$ cat config.mk
export PLATFORM = sky130hd
export DESIGN_NAME = ami_line_code_frame_generator
export DESIGN_NICKNAME = d
export VERILOG_FILES = /design/src/rtl/ami_lcfg_pkg.sv /design/src/rtl/ami_line_code_frame_generator.sv
export SDC_FILE = /design/constraint.sdc
export NUM_CORES = 1
export LEC_CHECK = 0
export BUFFER_PORTS_ARGS = -buffer_cell sky130_fd_sc_hd__buf_2
export CAP_MARGIN = 0
export CORE_MARGIN = 5
export CORE_UTILIZATION = 63
export CTS_BUF_LIST = sky130_fd_sc_hd__clkbuf_8 sky130_fd_sc_hd__clkbuf_16
export CTS_CLUSTER_DIAMETER = 120
export DETAILED_ROUTE_END_ITERATION = 12
export PLACE_DENSITY = 0.86
export SYNTH_ARGS = -nofsm -noshare
export SYNTH_HDL_FRONTEND = slang
export SYNTH_SLANG_ARGS = --single-unit
$ cat constraint.sdc
create_clock -name clk -period 12.6 [get_ports clk]
set_input_delay 1.26 -clock clk [delete_from_list [all_inputs] [get_ports clk]]
set_output_delay 1.26 -clock clk [all_outputs]
set_load 0.01 [all_outputs]
$ cat src/rtl/ami_lcfg_pkg.sv
package ami_lcfg_pkg;

  // Frame geometry
  localparam int unsigned SEQ_LEN   = 32;
  localparam int unsigned HALF_BITS = 2 * SEQ_LEN;
  localparam int unsigned HBI_W     = 6;
  localparam int unsigned BIT_W     = 5;

  // Segment codes as seen on the output
  typedef enum logic [1:0] {
    SEG_SYNC_HIGH = 2'd0,
    SEG_SYNC_LOW  = 2'd1,
    SEG_SYNC_ZERO = 2'd2,
    SEG_DATA      = 2'd3
  } segment_t;

  // Register word indexes
  typedef enum logic [2:0] {
    REG_DATA_BITS  = 3'd0,
    REG_SYNC_TICKS = 3'd1,
    REG_HALF_TICKS = 3'd2,
    REG_ZERO_LVL   = 3'd3,
    REG_PLUS_LVL   = 3'd4,
    REG_MINUS_LVL  = 3'd5,
    REG_SHIGH_LVL  = 3'd6,
    REG_SLOW_LVL   = 3'd7
  } reg_index_t;

  // Register reset values
  localparam logic [31:0] RST_DATA_BITS  = 32'hAAAA_AAAA;
  localparam logic [15:0] RST_SYNC_TICKS = 16'd20;
  localparam logic [15:0] RST_HALF_TICKS = 16'd10;
  localparam logic [7:0]  RST_ZERO_LVL   = 8'd130;
  localparam logic [7:0]  RST_PLUS_LVL   = 8'd150;
  localparam logic [7:0]  RST_MINUS_LVL  = 8'd110;
  localparam logic [7:0]  RST_SHIGH_LVL  = 8'd255;
  localparam logic [7:0]  RST_SLOW_LVL   = 8'd0;

endpackage

$ cat src/rtl/ami_line_code_frame_generator.sv
// AMI return-to-zero frame generator. Every input beat is one time tick
// (s_tdata: bit 0 advance, bit 1 restart) and yields exactly one output beat
// with the DAC code (m_tdata), the segment code (m_tuser: 0 sync high, 1 sync
// low, 2 sync zero, 3 data) and m_tlast on the last advancing tick of a frame.
// A frame is the three-level sync preamble of sync_ticks each, then 32 data
// bits of two half-bits of half_bit_ticks each; marks alternate polarity and
// every frame starts with a plus mark. One beat is taken per clock: the frame
// position update is one pass of logic into the output register, and the
// input stalls only while that register holds a result not yet taken.
// Registers sit on the APB port at byte offset 4*i; write them only while
// the stream is idle.
module ami_line_code_frame_generator (
  input  logic        clk,
  input  logic        rst,
  // stream in
  input  logic        s_tvalid,
  output logic        s_tready,
  input  logic [7:0]  s_tdata,   // [0] advance, [1] restart, [7:2] zero
  // stream out
  output logic        m_tvalid,
  input  logic        m_tready,
  output logic [7:0]  m_tdata,   // [7:0] line_level
  output logic [1:0]  m_tuser,   // [1:0] segment
  output logic        m_tlast,   // frame_end
  // configuration
  input  logic        psel,
  input  logic        penable,
  input  logic        pwrite,
  input  logic [4:0]  paddr,
  input  logic [31:0] pwdata,
  output logic [31:0] prdata,
  output logic        pready
);
  import ami_lcfg_pkg::*;

  // Configuration registers
  logic [31:0] data_bits;
  logic [15:0] sync_ticks;
  logic [15:0] half_bit_ticks;
  logic [7:0]  rz_level;
  logic [7:0]  plus_level;
  logic [7:0]  minus_level;
  logic [7:0]  sync_high_level;
  logic [7:0]  sync_low_level;

  // Frame position
  segment_t         segment_reg, segment_next;
  logic [15:0]      tick_count, tick_count_next;
  logic [HBI_W-1:0] half_bit_index, half_bit_index_next;
  logic             last_mark_plus, last_mark_plus_next;

  logic             advance, restart, in_beat;
  segment_t         seg_cur;
  logic [15:0]      tick_cur;
  logic [HBI_W-1:0] hbi_cur;
  logic [BIT_W-1:0] bit_sel;
  logic             lmp_cur;
  logic [15:0]      dur;
  logic             level_done, mark_half;
  logic [7:0]       level;
  logic             frame_end;
  reg_index_t       reg_idx;

  assign pready  = 1'b1;
  assign reg_idx = reg_index_t'(paddr[4:2]);

  // Register writes
  always_ff @(posedge clk) begin
    if (rst) begin
      data_bits       <= RST_DATA_BITS;
      sync_ticks      <= RST_SYNC_TICKS;
      half_bit_ticks  <= RST_HALF_TICKS;
      rz_level        <= RST_ZERO_LVL;
      plus_level      <= RST_PLUS_LVL;
      minus_level     <= RST_MINUS_LVL;
      sync_high_level <= RST_SHIGH_LVL;
      sync_low_level  <= RST_SLOW_LVL;
    end else if (psel && penable && pwrite && pready) begin
      unique case (reg_idx)
        REG_DATA_BITS:  data_bits       <= pwdata;
        REG_SYNC_TICKS: sync_ticks      <= pwdata[15:0];
        REG_HALF_TICKS: half_bit_ticks  <= pwdata[15:0];
        REG_ZERO_LVL:   rz_level        <= pwdata[7:0];
        REG_PLUS_LVL:   plus_level      <= pwdata[7:0];
        REG_MINUS_LVL:  minus_level     <= pwdata[7:0];
        REG_SHIGH_LVL:  sync_high_level <= pwdata[7:0];
        REG_SLOW_LVL:   sync_low_level  <= pwdata[7:0];
        default: ;
      endcase
    end
  end

  // Register reads
  always_comb begin
    unique case (reg_idx)
      REG_DATA_BITS:  prdata = data_bits;
      REG_SYNC_TICKS: prdata = {16'd0, sync_ticks};
      REG_HALF_TICKS: prdata = {16'd0, half_bit_ticks};
      REG_ZERO_LVL:   prdata = {24'd0, rz_level};
      REG_PLUS_LVL:   prdata = {24'd0, plus_level};
      REG_MINUS_LVL:  prdata = {24'd0, minus_level};
      REG_SHIGH_LVL:  prdata = {24'd0, sync_high_level};
      REG_SLOW_LVL:   prdata = {24'd0, sync_low_level};
      default:        prdata = 32'd0;
    endcase
  end

  assign advance  = s_tdata[0];
  assign restart  = s_tdata[1];
  assign s_tready = !m_tvalid || m_tready;
  assign in_beat  = s_tvalid && s_tready;

  // Apply restart before anything else
  assign seg_cur  = restart ? SEG_SYNC_HIGH : segment_reg;
  assign tick_cur = restart ? 16'd0 : tick_count;
  assign hbi_cur  = restart ? '0 : half_bit_index;
  assign lmp_cur  = restart ? 1'b0 : last_mark_plus;

  assign bit_sel   = hbi_cur[HBI_W-1:1];
  assign mark_half = !hbi_cur[0] && data_bits[bit_sel];

  // Level of the current tick
  always_comb begin
    unique case (seg_cur)
      SEG_SYNC_HIGH: level = sync_high_level;
      SEG_SYNC_LOW:  level = sync_low_level;
      SEG_SYNC_ZERO: level = rz_level;
      SEG_DATA:      level = mark_half ? (lmp_cur ? minus_level : plus_level) : rz_level;
      default:       level = rz_level;
    endcase
  end

  // Duration of the current level, zero counts as one
  always_comb begin
    dur = (seg_cur == SEG_DATA) ? half_bit_ticks : sync_ticks;
    if (dur == 16'd0) dur = 16'd1;
  end

  assign level_done = ({1'b0, tick_cur} + 17'd1) >= {1'b0, dur};

  // Advance the frame position by one tick
  always_comb begin
    segment_next        = seg_cur;
    tick_count_next     = tick_cur;
    half_bit_index_next = hbi_cur;
    last_mark_plus_next = lmp_cur;
    frame_end           = 1'b0;
    if (advance) begin
      if (level_done) begin
        tick_count_next = 16'd0;
        if (seg_cur != SEG_DATA) begin
          segment_next = segment_t'(seg_cur + 2'd1);
          half_bit_index_next = '0;
        end else begin
          if (mark_half) last_mark_plus_next = !lmp_cur;
          if ({1'b0, hbi_cur} + (HBI_W+1)'(1) >= (HBI_W+1)'(HALF_BITS)) begin
            frame_end           = 1'b1;
            segment_next        = SEG_SYNC_HIGH;
            half_bit_index_next = '0;
            last_mark_plus_next = 1'b0;
          end else begin
            half_bit_index_next = hbi_cur + HBI_W'(1);
          end
        end
      end else begin
        tick_count_next = tick_cur + 16'd1;
      end
    end
  end

  // Hold the frame position, step it on each input beat
  always_ff @(posedge clk) begin
    if (rst) begin
      segment_reg    <= SEG_SYNC_HIGH;
      tick_count     <= 16'd0;
      half_bit_index <= '0;
      last_mark_plus <= 1'b0;
    end else if (in_beat) begin
      segment_reg    <= segment_next;
      tick_count     <= tick_count_next;
      half_bit_index <= half_bit_index_next;
      last_mark_plus <= last_mark_plus_next;
    end
  end

  // Output register
  always_ff @(posedge clk) begin
    if (rst) begin
      m_tvalid <= 1'b0;
    end else if (in_beat) begin
      m_tvalid <= 1'b1;
    end else if (m_tready) begin
      m_tvalid <= 1'b0;
    end
  end

  always_ff @(posedge clk) begin
    if (in_beat) begin
      m_tdata <= level;
      m_tuser <= seg_cur;
      m_tlast <= frame_end;
    end
  end

endmodule

Word level (Yosys, flattened, before mapping)
Index checks and enable logic that the tools add are counted.
{ "word_totals": {"regBits": 141, "input_bits": 52, "output_inout_bits": 46, "elab_cells": 88} }
{ "op_classes": {"addsub": 5, "magnitude_cmp": 3, "eq_ne": 11, "n_mux": 30, "n_bitwise": 2, "reduce_logical": 21} }
{ "op_table": {"columns": ["cell", "n"], "rows": [
  ["32-bit one-hot mux with 8 select lines", 1],
  ["16-bit two-way mux", 5],
  ["8-bit one-hot mux with 4 select lines", 1],
  ["6-bit two-way mux", 5],
  ["16-bit by 1-bit adder with 17-bit output (second input constant)", 1],
  ["17-bit by 16-bit greater-or-equal comparator with 1-bit output", 1],
  ["16-bit by 1-bit adder with 16-bit output (second input constant)", 1],
  ["16-bit zero test", 1],
  ["8-bit two-way mux", 2],
  ["2-bit AND reduction", 8],
  ["3-bit == test (second input constant)", 4],
  ["1-bit two-way mux", 10],
  ["2-bit two-way mux", 5],
  ["6-bit by 1-bit adder with 7-bit output (second input constant)", 1],
  ["7-bit greater-or-equal comparator (second input constant)", 1],
  ["6-bit by 1-bit adder with 6-bit output (second input constant)", 1],
  ["3-bit by 2-bit == test with 1-bit output (second input constant)", 2],
  ["5-bit by 6-bit less-than comparator with 1-bit output (second input constant)", 1],
  ["1-bit binary-select mux with 5-bit select", 1],
  ["2-bit == test (second input constant)", 2],
  ["1-bit logical AND", 4],
  ["3-bit by 1-bit == test with 1-bit output (second input constant)", 1],
  ["1-bit zero test", 3],
  ["3-bit zero test", 1],
  ["other kinds (8)", 9]
]} }

Longest topological paths before layout
Gate-level depths: netlist of run 1.
{ "logic_depth": {"ltp_word": 9, "depth_mapped": 24, "ltp_nobuf": 17} }

Worst setup path after synthesis of run 1
No wires, ideal clock.
{ "synth_path": {"path_kind": "in2reg", "start": "input port s_tdata[1]", "end": "register tick_count[10]", "setup_ps": 65, "t_arrival_ps": 5225, "required_ps": 12535, "path_slack_ps": 7309, "stages": 24, "n_path_buf": 7, "cell_sequence": "buf_6 > clkbuf_1 > inv_1 > buf_6 > nand2_1 > inv_1 > ha_1 > clkbuf_1 > buf_1 > mux2i_1 > nand4_1 > or4_1 > nand2_1 > ha_1 > nand2b_1 > a21oi_1 > o31ai_1 > a221oi_2 > nor2_1 > and3_1 > clkbuf_1 > clkbuf_1 > a22oi_1 > nor2_1"} }
{ "synth_via": {"elab_chain_len": 8, "elab_cells_between_ends": 11, "classes_between": "add/sub (2); order compare (1); eq/ne (1); mux (6); reduce/logical (1)"} }
{ "synth_lines": {"columns": ["element", "line_no", "source"], "rows": [
  ["from (decl)", "ami_line_code_frame_generator.sv:18", "input logic [7:0] s_tdata,"],
  ["2-bit two-way mux (*)", "ami_line_code_frame_generator.sv:114", "assign seg_cur = restart ? SEG_SYNC_HIGH : segment_reg;"],
  ["net seg_cur[1]", "ami_line_code_frame_generator.sv:53", "segment_t seg_cur;"],
  ["2-bit == test (*)", "ami_line_code_frame_generator.sv:135", "dur = (seg_cur == SEG_DATA) ? half_bit_ticks : sync_ticks;"],
  ["16-bit two-way mux (*)", "ami_line_code_frame_generator.sv:135", null],
  ["16-bit zero test", "ami_line_code_frame_generator.sv:136", "if (dur == 16'd0) dur = 16'd1;"],
  ["16-bit two-way mux (*)", "ami_line_code_frame_generator.sv:136", null],
  ["17-bit by 16-bit greater-or-equal comparator with 1-bit output (*)", "ami_line_code_frame_generator.sv:139", "assign level_done = ({1'b0, tick_cur} + 17'd1) >= {1'b0, dur};"],
  ["16-bit two-way mux (*)", "ami_line_code_frame_generator.sv:149", "if (level_done) begin"],
  ["16-bit two-way mux (*)", "ami_line_code_frame_generator.sv:148", "if (advance) begin"],
  ["to (signal assigned)", "ami_line_code_frame_generator.sv:180", "tick_count <= tick_count_next;"],
  ["to (decl)", "ami_line_code_frame_generator.sv:48", "logic [15:0] tick_count, tick_count_next;"]
]} }
Mark *: on every way through the listed nets, which the timed path passes. The rest lies on a longest branch.
A chain may end at the register's enable or synchronous reset.

Worst setup path after layout of run 1
{ "layout_path": {"start": "input port s_tdata[1]", "end": "register segment_reg[0]"} }
{ "layout_via": {"elab_chain_len": 8, "elab_cells_between_ends": 17, "classes_between": "add/sub (3); order compare (2); eq/ne (2); mux (9); reduce/logical (1)"} }
{ "layout_lines": {"columns": ["element", "line_no", "source"], "rows": [
  ["2-bit two-way mux (*)", "ami_line_code_frame_generator.sv:114", null],
  ["net seg_cur[1]", "ami_line_code_frame_generator.sv:53", null],
  ["2-bit == test", "ami_line_code_frame_generator.sv:135", null],
  ["16-bit two-way mux", "ami_line_code_frame_generator.sv:135", null],
  ["16-bit zero test", "ami_line_code_frame_generator.sv:136", null],
  ["16-bit two-way mux", "ami_line_code_frame_generator.sv:136", null],
  ["17-bit by 16-bit greater-or-equal comparator with 1-bit output", "ami_line_code_frame_generator.sv:139", null],
  ["2-bit two-way mux (*)", "ami_line_code_frame_generator.sv:149", null],
  ["2-bit two-way mux (*)", "ami_line_code_frame_generator.sv:148", null],
  ["to (signal assigned)", "ami_line_code_frame_generator.sv:179", "segment_reg <= segment_next;"],
  ["to (decl)", "ami_line_code_frame_generator.sv:47", "segment_t segment_reg, segment_next;"]
]} }
Marked as above.

==> impl_metrics.env, run 1 <==
export IMPL_p_comb_frac=0.070
export IMPL_antenna_found_initial=0
export IMPL_die_y_um=122.0
export IMPL_worst_path_largest_cell_delay_ns=0.75
export IMPL_use_met3=0.07474
export IMPL_fin_skew_ns=0.007278
export IMPL_worstPathArrival_ns=6.06
export IMPL_design_area_um2=8857
export IMPL_grt_max_degree=113
export IMPL_grt_overflow_total=0
export IMPL_critPathSlowestCell="ha_1"
export IMPL_ff2ff_setup_slack_ns=8.18
export IMPL_die_x_um=122.0
export IMPL_utilization=0.7283
export IMPL_viasPerCell=6.135
export IMPL_crit_type="in2reg"
export IMPL_fp_row_count=40
export IMPL_synth_top_area_cell="dfxtp_1"
export IMPL_clock_fmax_mhz=174.1
export IMPL_syn_cell_area_um2=7896
export IMPL_clockBufferDepth=2
export IMPL_critPathRequiredTime_ns=12.91
export IMPL_power_switching_uw=250.6
export IMPL_yosys_top_cells_area="dfxtp_1 (33%), mux2i_1 (7.7%), nand2_1 (7.4%)"
export IMPL_gr_max_usage_layer="met2"
export IMPL_dr_pass1_iters=8
export IMPL_clock_latency_ns=0.42
export IMPL_io_pin_count=98
export IMPL_numPortBuffers=88
export IMPL_tightest_slew_ns=1.267
export IMPL_syn_area_per_cell_um2=8.312
export IMPL_hold_path_class="reg2reg"
export IMPL_sw_frac_of_total=0.2340
export IMPL_track_usage=0.2868
export IMPL_use_met2=0.4693
export IMPL_dp_hpwl_um=14270
export IMPL_setup_violations=0
export IMPL_numCtsBuffers=17
export IMPL_largest_register_ffs=32
export IMPL_route_vias_total=7147
export IMPL_setup_tns_ns=0
export IMPL_hold_viol=0
export IMPL_synth_seq_cells=141
export IMPL_async_flop_share=0
export IMPL_ctsResizeCount=0
export IMPL_grt_pass1_vias=6638
export IMPL_synth_cell_types=74
export IMPL_ant_nets=0
export IMPL_initial_utilization=0.6493
export IMPL_grt_pass1_wl_um=33710
export IMPL_start_kind="input port"
export IMPL_wl_per_cell_um=18.24
export IMPL_gp_congestion=0.9369
export IMPL_drv_slew=0
export IMPL_cp_num_buf_inv=3
export IMPL_core_um2=12160
export IMPL_path_cells="buf_2, inv_1, nand2_1, inv_1, ha_1, mux2i_1, nand4_1, or4_1, nand2_1, ha_1, nand2b_1, a21oi_1, o31ai_1, a221oi_2, o21ai_2, nor2_1, a21o_1, and3b_1"
export IMPL_drc_errors=0
export IMPL_clock_sinks=141
export IMPL_ctsHoldBuffers=0
export IMPL_grtUsageMet1=0.3700
export IMPL_vdd_drop_max_v=0.0001040
export IMPL_htreeDepth=4
export IMPL_area_delta_synth_final_pct=12.17
export IMPL_seqPwrFrac=0.430
export IMPL_synth_top_area_frac=0.3296
export IMPL_drive_gt1_frac=0.1705
export IMPL_cp_max_fo=37
export IMPL_p_int_uw=820.2
export IMPL_status="completed"
export IMPL_p_leak_nw=3.324
export IMPL_placed_cell_area_um2=8227
export IMPL_synth_warnings=0
export IMPL_synth_common_cells="nand2_1 (155), dfxtp_1 (130), nor2_1 (104)"
export IMPL_root_buffer="clkbuf_16"
export IMPL_cp_end_kind="flip-flop"
export IMPL_synth_edf_count=11
export IMPL_post_route_period_util=0.4558
export IMPL_yosysSeqAreaShare=0.3714
export IMPL_crit_family="simple AND/OR/NAND/NOR gates"
export IMPL_first_iter_violations=945
export IMPL_drv_cap=0
export IMPL_fin_crit_ns=5.743
export IMPL_slew_headroom=0.1525
export IMPL_cts_setup_buffers=0
export IMPL_synth_top_flop_cell="dfxtp_1"
export IMPL_syn_inst=950
export IMPL_antennaDiodeCount=0
export IMPL_clk_pin_slew_ns=0.06
export IMPL_cts_tree="built"
export IMPL_nets=1059
export IMPL_p_clk_frac=0.500
export IMPL_p_per_area_nw_per_um2=120.9
export IMPL_rsz0062_at_grt="no"
export IMPL_regMostFlops="data_bits"
export IMPL_wl_um=21250
export IMPL_syn_nets=1025
export IMPL_die_area_um2=14870
export IMPL_synth_most_common_cell="nand2_1"
routing by layer:
metal,up-vias,part of all wire
met5,-,0
met2,355,0.48
met1,3353,0.42
li1,3389,-
met4,0,0.020
met3,50,0.086
layout make-up:
type                    instances  area [um^2]
clock buffers                  18        439.2
clock inverters                14        191.4
multi-input cells             720         4569
repair buffers                 91        465.4
well taps                     168        210.2
inverters                      13        48.80
flip-flops and latches        141         2933
fillers                       880         3304
final timing paths:
check                                  startpoint                end  depth (start not counted)
worst max-delay path                   s_tdata[1]     segment_reg[0]                         18
worst min-delay path            half_bit_ticks[9]  half_bit_ticks[9]                          2
worst max register to register     segment_reg[0]     segment_reg[0]                         16
worst min register to register  half_bit_ticks[9]  half_bit_ticks[9]                          2
tightest hold or removal path, delay by kind of cell, from the launching register on:
kind | cells | cell delay (ns)
AO/OA/AOI/OAI | 1 | 0.05
flip-flops | 1 | 0.32
AND/OR/NAND/NOR | 1 | 0.06
power by group through the flow:
stage / clock [mW] / combinational, mW / sequential, mW
6_report: 0.536 / 0.0744 / 0.461
5_1_grt: 0.563 / 0.0804 / 0.461
4_1_cts: 0.537 / 0.0733 / 0.461
3_5_place_dp: 0 / 0.0727 / 0.470
3_3_place_gp: 0 / 0.0718 / 0.470
2_1_floorplan: 0 / 0.0491 / 0.470
cells by family (layout without fill, tap and decap cells):
logic type | count (synthesis) | in the layout | share of synthesized area
fa+ha+maj | 23 | 23 | 0.03644
mux | 89 | 89 | 0.1287
other cells | 1 | 1 | 0.0004749
flops | 141 | 141 | 0.3714
compound gates | 195 | 195 | 0.1572
buf+inv | 89 | 136 | 0.05150
simple gates | 400 | 400 | 0.2410
xor+xnor | 12 | 12 | 0.01331
placed cells by master, fill, tap and decap left out, drive strengths merged, types with 8 or more instances in the layout:
cell | Yosys | routed
nand2 | 155 | 155
dfxtp | 130 | 130
nor2 | 106 | 106
buf | 19 | 91
a21oi | 76 | 76
mux2i | 61 | 61
o21ai | 37 | 37
nor2b | 30 | 30
a22oi | 25 | 25
ha | 23 | 23
nand3b | 22 | 22
mux2 | 20 | 20
a211o | 19 | 19
nand3 | 19 | 19
and2 | 18 | 18
clkbuf | 56 | 18
inv | 13 | 17
nor3 | 12 | 12
edfxtp | 11 | 11
mux4 | 8 | 8
nand4 | 8 | 8
metrics by stage:
stage	setup WS [ns]	total power, mW	instances	hold slack (ns)
after floorplan	7.309	0.5193	950	0.4380
after global placement	6.644	0.5420	1133	0.4533
after detailed placement	6.601	0.5430	1133	0.4616
after CTS	6.971	1.071	1165	0.4697
after global routing	6.643	1.104	1165	0.4899
final	6.857	1.071	1165	0.4730
Power figures use the tool's default switching activity.
==> run 2, diff against run 1 <==
--- a/config.mk
+++ b/config.mk
@@ -8,11 +8,11 @@
 export BUFFER_PORTS_ARGS = -buffer_cell sky130_fd_sc_hd__buf_2
 export CAP_MARGIN = 0
 export CORE_MARGIN = 5
-export CORE_UTILIZATION = 63
+export CORE_UTILIZATION = 59
 export CTS_BUF_LIST = sky130_fd_sc_hd__clkbuf_8 sky130_fd_sc_hd__clkbuf_16
 export CTS_CLUSTER_DIAMETER = 120
 export DETAILED_ROUTE_END_ITERATION = 12
-export PLACE_DENSITY = 0.86
+export PLACE_DENSITY = 0.81
 export SYNTH_ARGS = -nofsm -noshare
 export SYNTH_HDL_FRONTEND = slang
 export SYNTH_SLANG_ARGS = --single-unit
==> constraint.sdc (replaced) <==
create_clock -name clk -period 5.9 [get_ports clk]
set_input_delay 0.59 -clock clk [delete_from_list [all_inputs] [get_ports clk]]
set_output_delay 0.59 -clock clk [all_outputs]
set_load 0.01 [all_outputs]
==> run 2 against run 1 <==
Cell area is 0.38% higher. Die area rose by 6.2%. Via count is 0.48% higher. Cell count is 1.0% higher. Non-clock buffer count grew 4. Sequential power increased by 110%. Critical path depth is the same. First-iteration DRC count is 13% lower. Sequential cell count unchanged. Wire length increased by 2.3%. Register-to-register slack lost 6.6 ns. Combinational power rose by 120%.
==> impl_metrics.env, run 2 (same netlist as run 1, synthesis figures left out) <==
export IMPL_status="completed"
export IMPL_initial_utilization=0.5987
export IMPL_grt_pass1_wl_um=34380
export IMPL_fp_row_count=42
export IMPL_critPathRequiredTime_ns=6.22
export IMPL_fin_skew_ns=0.008781
export IMPL_p_leak_nw=3.348
export IMPL_grt_overflow_total=0
export IMPL_die_area_um2=15800
export IMPL_fin_ws_ns=1.128
export IMPL_track_usage=0.2690
export IMPL_clock_sinks=141
export IMPL_crit_family="simple AND/OR/NAND/NOR gates"
export IMPL_slew_headroom=0.1746
export IMPL_utilization=0.6741
export IMPL_drc_errors=0
export IMPL_cts_setup_buffers=0
export IMPL_cp_max_fo=12
export IMPL_antennaDiodeCount=0
export IMPL_design_area_um2=8891
export IMPL_ctsResizeCount=0
export IMPL_clock_latency_ns=0.43
export IMPL_cts_tree="built"
export IMPL_gr_max_usage_layer="met2"
export IMPL_stdcell_count=1177
export IMPL_area_delta_synth_final_pct=12.60
export IMPL_post_route_period_util=0.8089
export IMPL_use_met2=0.4371
export IMPL_largest_register_ffs=32
export IMPL_numPortBuffers=88
export IMPL_antenna_found_initial=0
export IMPL_drive_gt1_frac=0.1738
export IMPL_dp_hpwl_um=14440
export IMPL_start_kind="input port"
export IMPL_vdd_drop_max_v=0.0002558
export IMPL_ctsHoldBuffers=0
export IMPL_cp_num_buf_inv=3
export IMPL_gp_congestion=0.8750
export IMPL_tightest_slew_ns=1.234
export IMPL_layout_common_cells="nand2_1 (155), dfxtp_1 (130), nor2_1 (103), buf_2 (87), a21oi_1 (76)"
export IMPL_final_common_cell="nand2_1"
export IMPL_critPathSlowestCell="ha_1"
export IMPL_grtUsageMet1=0.3551
export IMPL_fin_crit_ns=4.772
export IMPL_core_um2=13190
export IMPL_worst_path_largest_cell_delay_ns=0.72
export IMPL_placed_cell_area_um2=8267
export IMPL_cp_end_kind="flip-flop"
export IMPL_grt_pass1_vias=6663
export IMPL_hold_viol=0
export IMPL_p_per_area_nw_per_um2=255.7
export IMPL_rsz0062_at_grt="no"
export IMPL_dp_cells=1145
export IMPL_hold_path_class="in2reg"
export IMPL_p_total_mw=2.273
export IMPL_clock_fmax_mhz=209.5
export IMPL_nets=1063
export IMPL_wl_um=21740
export IMPL_dr_pass1_iters=7
export IMPL_dpl_worst_slack_ns=0.8034
export IMPL_worstPathArrival_ns=5.09
export IMPL_setup_violations=0
export IMPL_root_buffer="clkbuf_16"
export IMPL_fillers=1100
export IMPL_grt_max_degree=80
export IMPL_route_vias_total=7181
export IMPL_setup_tns_ns=0
export IMPL_path_cells="buf_2, inv_1, nand2_1, inv_1, ha_1, mux2i_1, nand4_1, or4_1, nand2_1, ha_1, nand2b_1, a21oi_1, o31ai_1, a221oi_2, o21ai_2, nor2_1, a21o_1, and3b_1"
export IMPL_numCtsBuffers=17
export IMPL_htreeDepth=4
export IMPL_crit_type="in2reg"
export IMPL_use_met3=0.06647
export IMPL_regMostFlops="data_bits"
export IMPL_first_iter_violations=826
export IMPL_ant_nets=0
export IMPL_holdWs_ns=0.3710
export IMPL_clk_pin_slew_ns=0.06
export IMPL_io_pin_count=98
export IMPL_die_y_um=125.7
export IMPL_viasPerCell=6.101
export IMPL_wl_per_cell_um=18.47
export IMPL_drv_cap=0
export IMPL_die_x_um=125.7
export IMPL_drv_slew=0
export IMPL_clockBufferDepth=2
-- run 2: cell type report --
| type | instances | area [um^2] | share of cell area |
|---|---|---|---|
| Tap cell | 176 | 220.2 | 0.02477 |
| Inverter | 13 | 48.80 | 0.005488 |
| Clock buffer | 17 | 425.4 | 0.04785 |
| Multi-Input combinational cell | 720 | 4569 | 0.5139 |
| Clock inverter | 15 | 198.9 | 0.02238 |
| Timing Repair Buffer | 95 | 495.5 | 0.05573 |
| Sequential cell | 141 | 2933 | 0.3299 |
-- run 2: worst min-delay path: cells and delay by family --
family / cells / cell delay, ns
AND/OR/NAND/NOR: 2 / 0.10
buffers and inverters: 1 / 0.07
-- run 2: final timing paths --
check	startpoint	to	slack (ns)	cells past startpoint
worst max-delay path	s_tdata[1]	segment_reg[0]	1.13	18
worst min-delay path	pwdata[29]	data_bits[29]	0.37	3
worst min register to register	data_bits[10]	data_bits[10]	0.47	2
worst max register to register	segment_reg[0]	segment_reg[0]	1.54	16
-- run 2: power breakdown --
| group | internal, mW | switching, mW | leakage [nW] | total (mW) |
|---|---|---|---|---|
| Clock | 0.706 | 0.421 | 0.308 | 1.13 |
| Sequential | 0.976 | 0.00772 | 1.14 | 0.984 |
| Combinational | 0.0565 | 0.105 | 1.90 | 0.162 |
-- run 2: metal layers --
| metal | up-vias | wire length [um] |
|---|---|---|
| met5 | - | 0 |
| met4 | 0 | 392 |
| met3 | 38 | 1907 |
| met2 | 347 | 10420 |
| met1 | 3414 | 9017 |
| li1 | 3382 | - |
